<file path="src/rtl/core/jsu_pkg.sv">
// ----------------------------------------------------------------------------
// jsu_pkg
// Shared types, constants and decode helpers for the JSON string unescaper.
// ----------------------------------------------------------------------------
package jsu_pkg;

  typedef enum logic [1:0] {
    ERR_NONE        = 2'd0,
    ERR_UNKNOWN_ESC = 2'd1,
    ERR_BAD_HEX     = 2'd2,
    ERR_END_IN_ESC  = 2'd3
  } jsu_err_e;

  localparam logic [7:0] CharBackslash = 8'h5c;
  localparam logic [7:0] CharU         = 8'h75;

  localparam logic [15:0] OneByteMax = 16'h007f;
  localparam logic [15:0] TwoByteMax = 16'h07ff;
  localparam logic [7:0]  Lead2      = 8'hc0;
  localparam logic [7:0]  Lead3      = 8'he0;
  localparam logic [7:0]  ContMark   = 8'h80;
  localparam logic [5:0]  ContMask   = 6'h3f;

  // up to three decoded bytes produced by one input beat
  typedef struct packed {
    logic [1:0]      last_idx;
    logic [2:0][7:0] bytes;
    logic            eos;
    jsu_err_e        err;
  } jsu_job_t;

  // {valid, value}
  function automatic logic [4:0] hex_value(input logic [7:0] c);
    logic [4:0] r;
    r = 5'd0;
    if (c >= 8'h30 && c <= 8'h39) begin
      r = {1'b1, 4'(c - 8'h30)};
    end else if (c >= 8'h61 && c <= 8'h66) begin
      r = {1'b1, 4'(c - 8'h57)};
    end else if (c >= 8'h41 && c <= 8'h46) begin
      r = {1'b1, 4'(c - 8'h37)};
    end
    return r;
  endfunction

  // {valid, byte}
  function automatic logic [8:0] simple_escape(input logic [7:0] c);
    logic [8:0] r;
    case (c)
      8'h22:   r = {1'b1, 8'h22};
      8'h5c:   r = {1'b1, 8'h5c};
      8'h2f:   r = {1'b1, 8'h2f};
      8'h62:   r = {1'b1, 8'h08};
      8'h66:   r = {1'b1, 8'h0c};
      8'h6e:   r = {1'b1, 8'h0a};
      8'h72:   r = {1'b1, 8'h0d};
      8'h74:   r = {1'b1, 8'h09};
      default: r = 9'd0;
    endcase
    return r;
  endfunction

endpackage

</file>
<file path="src/rtl/core/jsu_front.sv">
// ----------------------------------------------------------------------------
// jsu_front
// Accepts raw string bytes, tracks escape state and builds decoded jobs.
// ----------------------------------------------------------------------------
module jsu_front (
  input  logic              clk_i,
  input  logic              rst_ni,
  input  logic              in_valid_i,
  output logic              in_ready_o,
  input  logic [7:0]        in_byte_i,
  input  logic              final_byte_i,
  input  logic              q_full_i,
  output logic              push_o,
  output jsu_pkg::jsu_job_t job_o
);
  import jsu_pkg::*;

  typedef enum logic [1:0] {
    PH_PLAIN  = 2'd0,
    PH_ESCAPE = 2'd1,
    PH_HEX    = 2'd2
  } phase_e;

  phase_e      phase_q, phase_d;
  logic [1:0]  hex_cnt_q, hex_cnt_d;
  logic [15:0] acc_q, acc_d;
  jsu_err_e    err_q, err_d;

  logic        accept;
  logic        job_valid;
  jsu_job_t    job;
  logic [4:0]  hex;
  logic [8:0]  esc;
  logic [15:0] cp;

  assign in_ready_o = !q_full_i;
  assign accept     = in_valid_i && in_ready_o;
  assign hex        = hex_value(in_byte_i);
  assign esc        = simple_escape(in_byte_i);
  assign cp         = {acc_q[11:0], hex[3:0]};

  always_comb begin
    phase_d   = phase_q;
    hex_cnt_d = hex_cnt_q;
    acc_d     = acc_q;
    err_d     = err_q;
    job_valid = 1'b0;
    job       = '{last_idx: 2'd0, bytes: '0, eos: final_byte_i, err: ERR_NONE};
    if (err_q == ERR_NONE) begin
      case (phase_q)
        PH_ESCAPE: begin
          if (esc[8]) begin
            job_valid     = 1'b1;
            job.bytes[0]  = esc[7:0];
            phase_d       = PH_PLAIN;
          end else if (in_byte_i == CharU) begin
            phase_d   = PH_HEX;
            hex_cnt_d = 2'd0;
            acc_d     = 16'd0;
            if (final_byte_i) err_d = ERR_END_IN_ESC;
          end else begin
            err_d = ERR_UNKNOWN_ESC;
          end
        end
        PH_HEX: begin
          if (!hex[4]) begin
            err_d = ERR_BAD_HEX;
          end else if (hex_cnt_q == 2'd3) begin
            job_valid = 1'b1;
            if (cp <= OneByteMax) begin
              job.bytes[0] = cp[7:0];
            end else if (cp <= TwoByteMax) begin
              job.last_idx = 2'd1;
              job.bytes[0] = Lead2 | {3'd0, cp[10:6]};
              job.bytes[1] = ContMark | {2'd0, cp[5:0] & ContMask};
            end else begin
              job.last_idx = 2'd2;
              job.bytes[0] = Lead3 | {4'd0, cp[15:12]};
              job.bytes[1] = ContMark | {2'd0, cp[11:6] & ContMask};
              job.bytes[2] = ContMark | {2'd0, cp[5:0] & ContMask};
            end
            phase_d   = PH_PLAIN;
            hex_cnt_d = 2'd0;
            acc_d     = 16'd0;
          end else begin
            acc_d     = cp;
            hex_cnt_d = hex_cnt_q + 2'd1;
            if (final_byte_i) err_d = ERR_END_IN_ESC;
          end
        end
        default: begin
          phase_d = PH_PLAIN;
          if (in_byte_i == CharBackslash) begin
            phase_d = PH_ESCAPE;
            if (final_byte_i) err_d = ERR_END_IN_ESC;
          end else begin
            job_valid    = 1'b1;
            job.bytes[0] = in_byte_i;
          end
        end
      endcase
    end
    if (err_d != ERR_NONE) begin
      job_valid = final_byte_i;
      job       = '{last_idx: 2'd0, bytes: '0, eos: 1'b1, err: err_d};
    end
    if (final_byte_i) begin
      phase_d   = PH_PLAIN;
      hex_cnt_d = 2'd0;
      acc_d     = 16'd0;
      err_d     = ERR_NONE;
    end
  end

  assign push_o = accept && job_valid;
  assign job_o  = job;

  always_ff @(posedge clk_i or negedge rst_ni) begin
    if (!rst_ni) begin
      phase_q   <= PH_PLAIN;
      hex_cnt_q <= 2'd0;
      acc_q     <= 16'd0;
      err_q     <= ERR_NONE;
    end else if (accept) begin
      phase_q   <= phase_d;
      hex_cnt_q <= hex_cnt_d;
      acc_q     <= acc_d;
      err_q     <= err_d;
    end
  end

endmodule

</file>
<file path="src/rtl/core/jsu_queue.sv">
// ----------------------------------------------------------------------------
// jsu_queue
// Small job queue between the decoder front and the byte serializer.
// ----------------------------------------------------------------------------
module jsu_queue #(
  parameter int unsigned Depth = 4
) (
  input  logic              clk_i,
  input  logic              rst_ni,
  input  logic              push_i,
  input  jsu_pkg::jsu_job_t wdata_i,
  output logic              full_o,
  input  logic              pop_i,
  output logic              valid_o,
  output jsu_pkg::jsu_job_t rdata_o
);
  import jsu_pkg::*;

  localparam int unsigned PtrW = (Depth > 1) ? $clog2(Depth) : 1;
  localparam int unsigned CntW = $clog2(Depth + 1);
  localparam logic [PtrW-1:0] LastPtr = PtrW'(Depth - 1);
  localparam logic [CntW-1:0] FullCnt = CntW'(Depth);

  jsu_job_t        mem_q [Depth];
  logic [PtrW-1:0] wr_ptr_q, rd_ptr_q;
  logic [CntW-1:0] cnt_q;
  logic            do_push, do_pop;

  assign full_o  = (cnt_q == FullCnt);
  assign valid_o = (cnt_q != '0);
  assign rdata_o = mem_q[rd_ptr_q];
  assign do_push = push_i && !full_o;
  assign do_pop  = pop_i && valid_o;

  always_ff @(posedge clk_i) begin
    if (do_push) mem_q[wr_ptr_q] <= wdata_i;
  end

  always_ff @(posedge clk_i or negedge rst_ni) begin
    if (!rst_ni) begin
      wr_ptr_q <= '0;
      rd_ptr_q <= '0;
      cnt_q    <= '0;
    end else begin
      if (do_push) wr_ptr_q <= (wr_ptr_q == LastPtr) ? '0 : wr_ptr_q + PtrW'(1);
      if (do_pop)  rd_ptr_q <= (rd_ptr_q == LastPtr) ? '0 : rd_ptr_q + PtrW'(1);
      if (do_push && !do_pop) begin
        cnt_q <= cnt_q + CntW'(1);
      end else if (do_pop && !do_push) begin
        cnt_q <= cnt_q - CntW'(1);
      end
    end
  end

endmodule

</file>
<file path="src/rtl/core/jsu_back.sv">
// ----------------------------------------------------------------------------
// jsu_back
// Serializes queued jobs into single output beats through an output register.
// ----------------------------------------------------------------------------
module jsu_back (
  input  logic              clk_i,
  input  logic              rst_ni,
  input  logic              q_valid_i,
  input  jsu_pkg::jsu_job_t job_i,
  output logic              pop_o,
  output logic              out_valid_o,
  input  logic              out_ready_i,
  output logic [7:0]        out_byte_o,
  output logic              end_of_string_o,
  output logic [1:0]        error_code_o
);
  import jsu_pkg::*;

  logic       out_valid_q;
  logic [7:0] byte_q;
  logic       eos_q;
  jsu_err_e   err_q;
  logic [1:0] idx_q;
  logic       load, take, last;

  assign load = !out_valid_q || out_ready_i;
  assign take = load && q_valid_i;
  assign last = (idx_q == job_i.last_idx);
  assign pop_o = take && last;

  always_ff @(posedge clk_i or negedge rst_ni) begin
    if (!rst_ni) begin
      out_valid_q <= 1'b0;
      idx_q       <= 2'd0;
    end else begin
      if (load) out_valid_q <= q_valid_i;
      if (take) idx_q <= last ? 2'd0 : idx_q + 2'd1;
    end
  end

  always_ff @(posedge clk_i) begin
    if (take) begin
      byte_q <= job_i.bytes[idx_q];
      eos_q  <= job_i.eos && last;
      err_q  <= job_i.err;
    end
  end

  assign out_valid_o     = out_valid_q;
  assign out_byte_o      = byte_q;
  assign end_of_string_o = eos_q;
  assign error_code_o    = err_q;

endmodule

</file>
<file path="src/rtl/core/json_string_unescape.sv">
// ----------------------------------------------------------------------------
// json_string_unescape
// Streaming decoder for the body of a JSON string, escapes to bytes/UTF-8.
// ----------------------------------------------------------------------------
// usage:
//   input beats carry one raw byte of a string body; final_byte_i marks the
//   last byte of each string. output beats carry one decoded byte each, with
//   end_of_string_o on the last beat of the string. a \uXXXX escape gives one
//   to three UTF-8 beats. on an error the rest of the string is dropped and
//   its final byte gives one beat with error_code_o set and end_of_string_o
//   high; beats already delivered for that string must be discarded.
// timing:
//   an accepted byte's job is queued, then loaded into the output register.
//   input is taken every cycle while the job queue has room; output runs
//   one beat per cycle while out_ready_i is high, so a u escape needs up
//   to three output beats. the queue (QUEUE_DEPTH jobs) absorbs these bursts.
// reset:
//   clears escape state, the queue and the output valid flag.
// stall:
//   when out_ready_i stays low the output beat holds, the queue fills, and
//   then in_ready_o drops until beats drain.
// ----------------------------------------------------------------------------
module json_string_unescape #(
  parameter int unsigned QUEUE_DEPTH = 4
) (
  input  logic       clk_i,
  input  logic       rst_ni,
  input  logic       in_valid_i,
  output logic       in_ready_o,
  input  logic [7:0] in_byte_i,
  input  logic       final_byte_i,
  output logic       out_valid_o,
  input  logic       out_ready_i,
  output logic [7:0] out_byte_o,
  output logic       end_of_string_o,
  output logic [1:0] error_code_o
);
  import jsu_pkg::*;

  logic     q_full, q_valid, push, pop;
  jsu_job_t wjob, rjob;

  jsu_front u_front (
    .clk_i        (clk_i),
    .rst_ni       (rst_ni),
    .in_valid_i   (in_valid_i),
    .in_ready_o   (in_ready_o),
    .in_byte_i    (in_byte_i),
    .final_byte_i (final_byte_i),
    .q_full_i     (q_full),
    .push_o       (push),
    .job_o        (wjob)
  );

  jsu_queue #(
    .Depth (QUEUE_DEPTH)
  ) u_queue (
    .clk_i   (clk_i),
    .rst_ni  (rst_ni),
    .push_i  (push),
    .wdata_i (wjob),
    .full_o  (q_full),
    .pop_i   (pop),
    .valid_o (q_valid),
    .rdata_o (rjob)
  );

  jsu_back u_back (
    .clk_i           (clk_i),
    .rst_ni          (rst_ni),
    .q_valid_i       (q_valid),
    .job_i           (rjob),
    .pop_o           (pop),
    .out_valid_o     (out_valid_o),
    .out_ready_i     (out_ready_i),
    .out_byte_o      (out_byte_o),
    .end_of_string_o (end_of_string_o),
    .error_code_o    (error_code_o)
  );

endmodule
</file>
<file path="config.mk">
export PLATFORM = sky130hd
export DESIGN_NAME = json_string_unescape
export DESIGN_NICKNAME = d
export VERILOG_FILES = /design/src/rtl/core/jsu_pkg.sv /design/src/rtl/core/jsu_front.sv /design/src/rtl/core/jsu_queue.sv /design/src/rtl/core/jsu_back.sv /design/src/rtl/core/json_string_unescape.sv
export SDC_FILE = /design/constraint.sdc
export NUM_CORES = 1
export LEC_CHECK = 0
export ABC_AREA = 1
export BUFFER_PORTS_ARGS = -buffer_cell sky130_fd_sc_hd__buf_4
export CAP_MARGIN = 20
export CORE_MARGIN = 2
export CORE_UTILIZATION = 57
export CTS_CLUSTER_DIAMETER = 150
export DETAILED_ROUTE_END_ITERATION = 7
export PLACE_DENSITY = 0.74
export RECOVER_POWER = 25
export SLEW_MARGIN = 30
export SYNTH_ARGS = -nofsm -noshare
export SYNTH_HDL_FRONTEND = slang
export SYNTH_SLANG_ARGS = --single-unit
</file>
<file path="constraint.sdc">
create_clock -name clk_i -period 6.7 [get_ports clk_i]
set_input_delay 0 -clock clk_i [delete_from_list [all_inputs] [get_ports clk_i]]
set_output_delay 0 -clock clk_i [all_outputs]
set_load 0.03 [all_outputs]
</file>
; Word level (Yosys, flattened, before mapping)
; Memory sizes are Yosys's and may differ from the RTL's.
; Cells that the tools add are included.
[totals]
mem_bits_rw = 116
regBits = 39
mem_count = 1
inputBits = 13
out_inout_bits = 13
[op_classes]
n_addsub = 9
reduce_logical = 25
muxes = 64
order_cmp = 9
eq_ne = 21
[memory_table]
columns = memory, depth, word_bits, rd, rd_clocked_by_memory_dff, wr, line_no
row1 = u_queue.mem_q, 4, 29, 1, 0, 1, jsu_queue.sv:24  ; jsu_job_t mem_q [Depth];
[op_table]
columns = operator, n
row1 = two-way mux 26 bit, 3
row2 = two-way mux 12 bit, 6
row3 = case mux 9 bit (8 select lines), 1
row4 = equality test 8 x 7 -> 1 bit (second input constant), 7
row5 = two-way mux 2 bit, 24
row6 = two-way mux 8 bit, 5
row7 = two-way mux 18 bit, 2
row8 = two-way mux 29 bit, 1
row9 = case mux 12 bit (2 select lines), 1
row10 = binary-select mux 8 bit (select 2 bit), 1
row11 = equality test 8 x 6 -> 1 bit (second input constant), 2
row12 = greater-or-equal comparator 8 x 7 -> 1 bit (second input constant), 2
row13 = less-or-equal comparator 16 x 11 -> 1 bit (second input constant), 1
row14 = less-or-equal comparator 16 x 7 -> 1 bit (second input constant), 1
row15 = less-or-equal comparator 8 x 7 -> 1 bit (second input constant), 2
row16 = case mux 8 bit (2 select lines), 1
row17 = two-way mux 5 bit, 3
row18 = two-way mux 14 bit, 1
row19 = logical AND 1 bit, 12
row20 = case mux 2 bit (2 select lines), 3
row21 = two-way mux 1 bit, 9
row22 = inequality test 3 x 2 -> 1 bit (second input constant), 3
row23 = adder 2 x 1 -> 2 bit (second input constant), 4
row24 = equality test 2 bit (second input constant), 4
row25 = other kinds (21), 29

; Longest topological paths before layout
[depth]
ltp_word = 16
ltp_mapped = 23

; Modules after synthesis
; Synthesis repeated with hierarchy kept, for this count alone.
[hier_totals]
cells_unflattened = 805
area_unflattened_um2 = 7805.0
[by_module_without_submodules]
columns = module, cells_each, instances, area_per_inst_um2
row1 = jsu_queue, 398, 1, 5141.2
row2 = jsu_front, 332, 1, 1978.1
row3 = jsu_back, 75, 1, 685.7

; Least setup slack after synthesis
; No wires, ideal clock.
[synth_timing]
kind = register to register
from = reg u_front.hex_cnt_q[0]
to = mem u_queue.mem_q[3][0] in the netlist's numbering, enable pin
slack_ps = 3514
period_less_slack_ps = 3186
required_ps = 6291
path_buffers = 0
path_stages_with_launch = 12
arrival_ps = 2778
path_cell_list = dfrtp_1 -> ha_1 -> or2_1 -> a21oi_1 -> a21oi_4 -> nand2_2 -> a21oi_4 -> nand3_4 -> nand2_1 -> nand2_2 -> nand2_4 -> nor2_1
[synth_via]
elab_chain_len = 11
[synth_lines]
columns = item, line_no
row1 = "start, declared", jsu_front.sv:25  ; logic [1:0] hex_cnt_q, hex_cnt_d;
row2 = "start signal, assigned", jsu_front.sv:126  ; hex_cnt_q <= hex_cnt_d;
row3 = equality test 2 bit (*), jsu_front.sv:68  ; end else if (hex_cnt_q == 2'd3) begin
row4 = two-way mux 2 bit, jsu_front.sv:68
row5 = two-way mux 2 bit, jsu_front.sv:66  ; if (!hex[4]) begin
row6 = case mux 2 bit (2 select lines), jsu_front.sv:50  ; case (phase_q)
row7 = two-way mux 2 bit, jsu_front.sv:49  ; if (err_q == ERR_NONE) begin
row8 = nonzero test 2 bit, jsu_front.sv:103  ; if (err_d != ERR_NONE) begin
row9 = two-way mux 1 bit (*), jsu_front.sv:103
row10 = logical AND 1 bit (*), jsu_front.sv:115  ; assign push_o = accept && job_valid;
row11 = logical AND 1 bit (*), jsu_queue.sv:32  ; assign do_push = push_i && !full_o;
row12 = two-way mux 1 bit (*), jsu_queue.sv:36  ; if (do_push) mem_q[wr_ptr_q] <= wdata_i;
row13 = two-way mux 1 bit (implied by the code) (*), jsu_queue.sv:36
row14 = "end, declared", jsu_queue.sv:24
; Every way passes the cells marked *; elsewhere a longest branch is shown, timed or not.

; Worst setup path after layout
[layout_timing]
from = reg u_queue.rd_ptr_q[1]
to = reg u_queue.cnt_q[2]
[layout_via]
elab_chain_len = 7
[layout_lines]
columns = item, line_no
row1 = "start, declared", jsu_queue.sv:25  ; logic [PtrW-1:0] wr_ptr_q, rd_ptr_q;
row2 = "start signal, assigned", jsu_queue.sv:46  ; if (do_pop) rd_ptr_q <= (rd_ptr_q == LastPtr) ? '0 : rd_ptr_q + PtrW'(1);
row3 = memory (4 x 29 bit) (*), -
row4 = equality test 2 bit (*), jsu_back.sv:28  ; assign last = (idx_q == job_i.last_idx);
row5 = logical AND 1 bit (*), jsu_back.sv:29  ; assign pop_o = take && last;
row6 = logical AND 1 bit (*), jsu_queue.sv:33  ; assign do_pop = pop_i && valid_o;
row7 = logical NOT 1 bit, jsu_queue.sv:47  ; if (do_push && !do_pop) begin
row8 = logical AND 1 bit, jsu_queue.sv:47
row9 = two-way mux 3 bit or nonzero test 2 bit (tied branches), -
row10 = "end signal, assigned", jsu_queue.sv:48  ; cnt_q <= cnt_q + CntW'(1);
row11 = "end signal, assigned", jsu_queue.sv:50  ; cnt_q <= cnt_q - CntW'(1);
row12 = "end, declared", jsu_queue.sv:26  ; logic [CntW-1:0] cnt_q;
; Marked as above.
; A chain may end at the register's enable or synchronous reset.

==> results by group <==
Placement
  • RePlAce Congestion: 0.9843
  • HPWL after DPL: 10270 microns
  • # port buffers: 25

CTS
  • CTS buffer count: 17
  • # clock sinks: 143
  • Maximum clock path buffer count: 2
  • Clock Tree Root: clkbuf_16
  • Reg clk slew, reported paths: 0.06 ns
  • Clk_lat worst skew: 0.43 ns
  • H-tree lvl count: 4
  • CTS tree: yes
  • # resized after CTS: 0

Timing
  • Final setup vio count: 0
  • Period utilisation layout: 56.93%
  • Max Freq: 0.2622 GHz
  • RSZ-0062 raised after global routing: false
  • Fin. Hold Viols: 0
  • Setup Skew: 0.008956 ns
  • TNS Setup: 0 ns
  • Rel. slew slack: -11.13%
  • Final min period: 3.815 ns
  • Fin. max-slew vios: 29
  • Least-Margin Pin Slew: 1.667 ns

Floorplan
  • Core ar.: 0.01152 sq mm
  • Die height: 113.1 microns
  • Die Width: 113.1 microns
  • Die ar.: 0.01279 sq mm
  • Initial core utilization: 58.92%
  • Site Rows: 39
  • Io pins: 26

Min path
  • HP Class: primary input to register

Global route
  • Pin count of the biggest net entering global routing: 56
  • First-pass GRT wire length: 24960 microns
  • Number of global-route vias before repair: 5010
  • Global router's overall resource usage: 25.74%
  • Grt total ovfl: 0
  • Initial antenna violation count: 0

Flow run
  • Number of max-cap violations: 1

Finish
  • Commonest non-fill, non-tap cells in the layout: 115 x edfxtp_1, 113 x nand2_1, 101 x nor2_1
  • Area Overhead vs Synth: 13.41%
  • Area taken by multi-input logic gates: 0.002317 sq mm
  • Commonest non-fill, non-tap cell in the layout: edfxtp_1
  • Register area: 0.004154 sq mm
  • Post-layout util: 66.82%
  • Final nets: 732
  • Diodes inserted: 0
  • FILL cells: 868
  • Share of post-route cells with drive strength above 1: 10.03%

Synth
  • Register area share after synthesis: 61.22%
  • #FFs+latches synth: 143
  • Syn nets: 696
  • Synthesized area: 0.006785 sq mm
  • Synth warn: 0
  • Number of synthesized flops with an enable pin: 115
  • Syn Inst Count: 669
  • Syn Area/Cell: 10.14 sq um
  • Ys async rst share: 19.58%
  • Prevailing post-synth register cell: edfxtp_1
  • Cell variety after synth: 46

Critical path
  • CP Class: register to register
  • CP endpoint kind: register
  • Crit path arrival time: 4.15 ns
  • CP Launch Type: register
  • Worst Path Required: 7.03 ns
  • CP max FO: 28

Routing
  • Detailed-route via count: 5061
  • Highest Signal Layer: met4
  • Met3 wire length: 981 microns
  • DRC violations left: 1
  • Met2 routed WL: 7307 microns
  • WL final: 15530 microns
  • Post-DRT Antenna Nets: 0
  • Post-Route M1 WL: 6586 microns
  • Vias per std cell: 5.878
  • Routed len/inst: 18.04 microns
  • Drt first pass iters: 7
  • Drt first-iter violations: 512

Outcome
  • Status: complete, but fails checks
  • Violated checks: design-rule violations, max-capacitance violations, max-slew violations

Power
  • PwrDens: 443.5 mW/mm^2
  • Static Leakage: 3.023 nW
  • VDD IR max: 0.2231 mV
==> path summary, 6_finish.rpt <==
check	from	to	slack (ns)	depth (start not counted)
max	u_queue.rd_ptr_q[1]$_DFFE_PN0P_	u_queue.cnt_q[2]$_DFFE_PN0P_	2.89	13
min	in_byte_i[7]	u_queue.mem_q[2][10]$_DFFE_PP_	0.06	3
max reg2reg	u_queue.rd_ptr_q[1]$_DFFE_PN0P_	u_queue.cnt_q[2]$_DFFE_PN0P_	2.89	13
min reg2reg	u_front.hex_cnt_q[1]$_DFFE_PN0P_	u_front.hex_cnt_q[1]$_DFFE_PN0P_	0.50	2
max in group asynchronous	rst_ni	u_front.acc_q[4]$_DFFE_PN0P_	5.19	2
min in group asynchronous	rst_ni	u_back.idx_q[1]$_DFFE_PN0P_	0.54	2
==> layout make-up <==
| type | count | share of cell area (%) |
|---|---|---|
| inverter | 63 | 3.089 |
| tap | 143 | 2.325 |
| timing repair buffer | 37 | 2.959 |
| clock inverter | 13 | 1.902 |
| clock buffer | 19 | 5.626 |
| multi-input combinational | 443 | 30.11 |
| sequential | 143 | 53.98 |
==> cell usage after synthesis, types with 2 or more instances <==
cell type  number  area share, %
edfxtp_1      115             51
inv_1          58            3.2
nor2_1        105            5.8
nor3_1          6           0.44
a31oi_1         3           0.28
dfrtp_1        28             10
nand4_1         2           0.18
buf_2           4           0.30
o31ai_1         8           0.89
o22ai_1        27            2.5
a21oi_1        21            1.5
o21ai_1         9           0.66
ha_1           13            2.4
xor2_1          6           0.77
nor3_2          2           0.30
o21ai_0        69            5.1
nand2_4         3           0.50
nand2_1       113            6.3
nand2_2         4           0.37
o21ai_2         3           0.39
a21oi_4         2           0.48
clkbuf_1       16           0.89
nand3_1        26            1.9
o221ai_1        2           0.26
clkinv_1        3           0.17
==> through the flow <==
stage               total power (W)  hold WS [ns]  instances  instance area [sq um]  setup slack (ns)
floorplan                  0.002160       -0.2956        669                   6785             3.514
global placement           0.002462      -0.05219        825                   7142             3.172
detailed placement         0.002516      -0.04619        825                   7142             2.996
CTS                        0.003457       0.04080        861                   7761             2.975
global route               0.003605       0.06475        861                   7695             2.601
finish                     0.003413       0.06088        861                   7695             2.885
==> cells by family after synthesis <==
| family | after synthesis | synth area share (%) |
|---|---|---|
| flops | 143 | 61.22 |
| buf+inv | 83 | 4.684 |
| simple gates | 269 | 17.20 |
| xor+xnor | 7 | 0.9036 |
| fa+ha+maj | 14 | 2.692 |
| compound gates | 153 | 13.30 |
==> sequential cells by signal (all words and copies together), names as in the netlist <==
signal / flops
u_front.acc_q: 12
u_back.end_of_string_o: 1
u_front.hex_cnt_q: 2
u_queue.cnt_q: 3
u_front.err_q: 2
u_front.phase_q: 2
u_back.error_code_o: 2
u_back.out_byte_o: 8
u_queue.mem_q: 104
u_back.out_valid_o: 1
u_queue.rd_ptr_q: 2
u_back.idx_q: 2
u_queue.wr_ptr_q: 2
==> report_power, final <==
group	switching (W)	internal [W]	leakage (nW)
registers	0.0000955	0.00123	1.46
logic	0.000838	0.000327	1.28
clock network	0.000348	0.000578	0.281
total	0.00128	0.00213	3.02
==> routing by layer <==
| metal | GRT usage [%] | up-vias |
|---|---|---|
| li1 | - | 2400 |
| met1 | 33.09 | 2397 |
| met2 | 40.56 | 215 |
| met3 | 5.196 | 49 |
| met4 | 15.69 | 0 |
| met5 | 0 | - |
==> worst max-delay path, stage by stage, from the launching register on <==
cell,delay [ns]
dfrtp_1,0.92
inv_1,0.66
a21oi_1,0.32
a32o_1,0.20
xor2_1,0.17
nand2_1,0.10
nor2_1,0.26
inv_1,0.14
ha_1,0.22
inv_1,0.11
fa_1,0.21
a21oi_1,0.07
o21ai_0,0.09
xor2_1,0.22
==> what timing repair did <==
action,in CTS,in global routing
buffers inserted,0,0
hold buffers,4,0
endpoints found under the hold margin,32,0
Power figures use the tool's default switching activity.
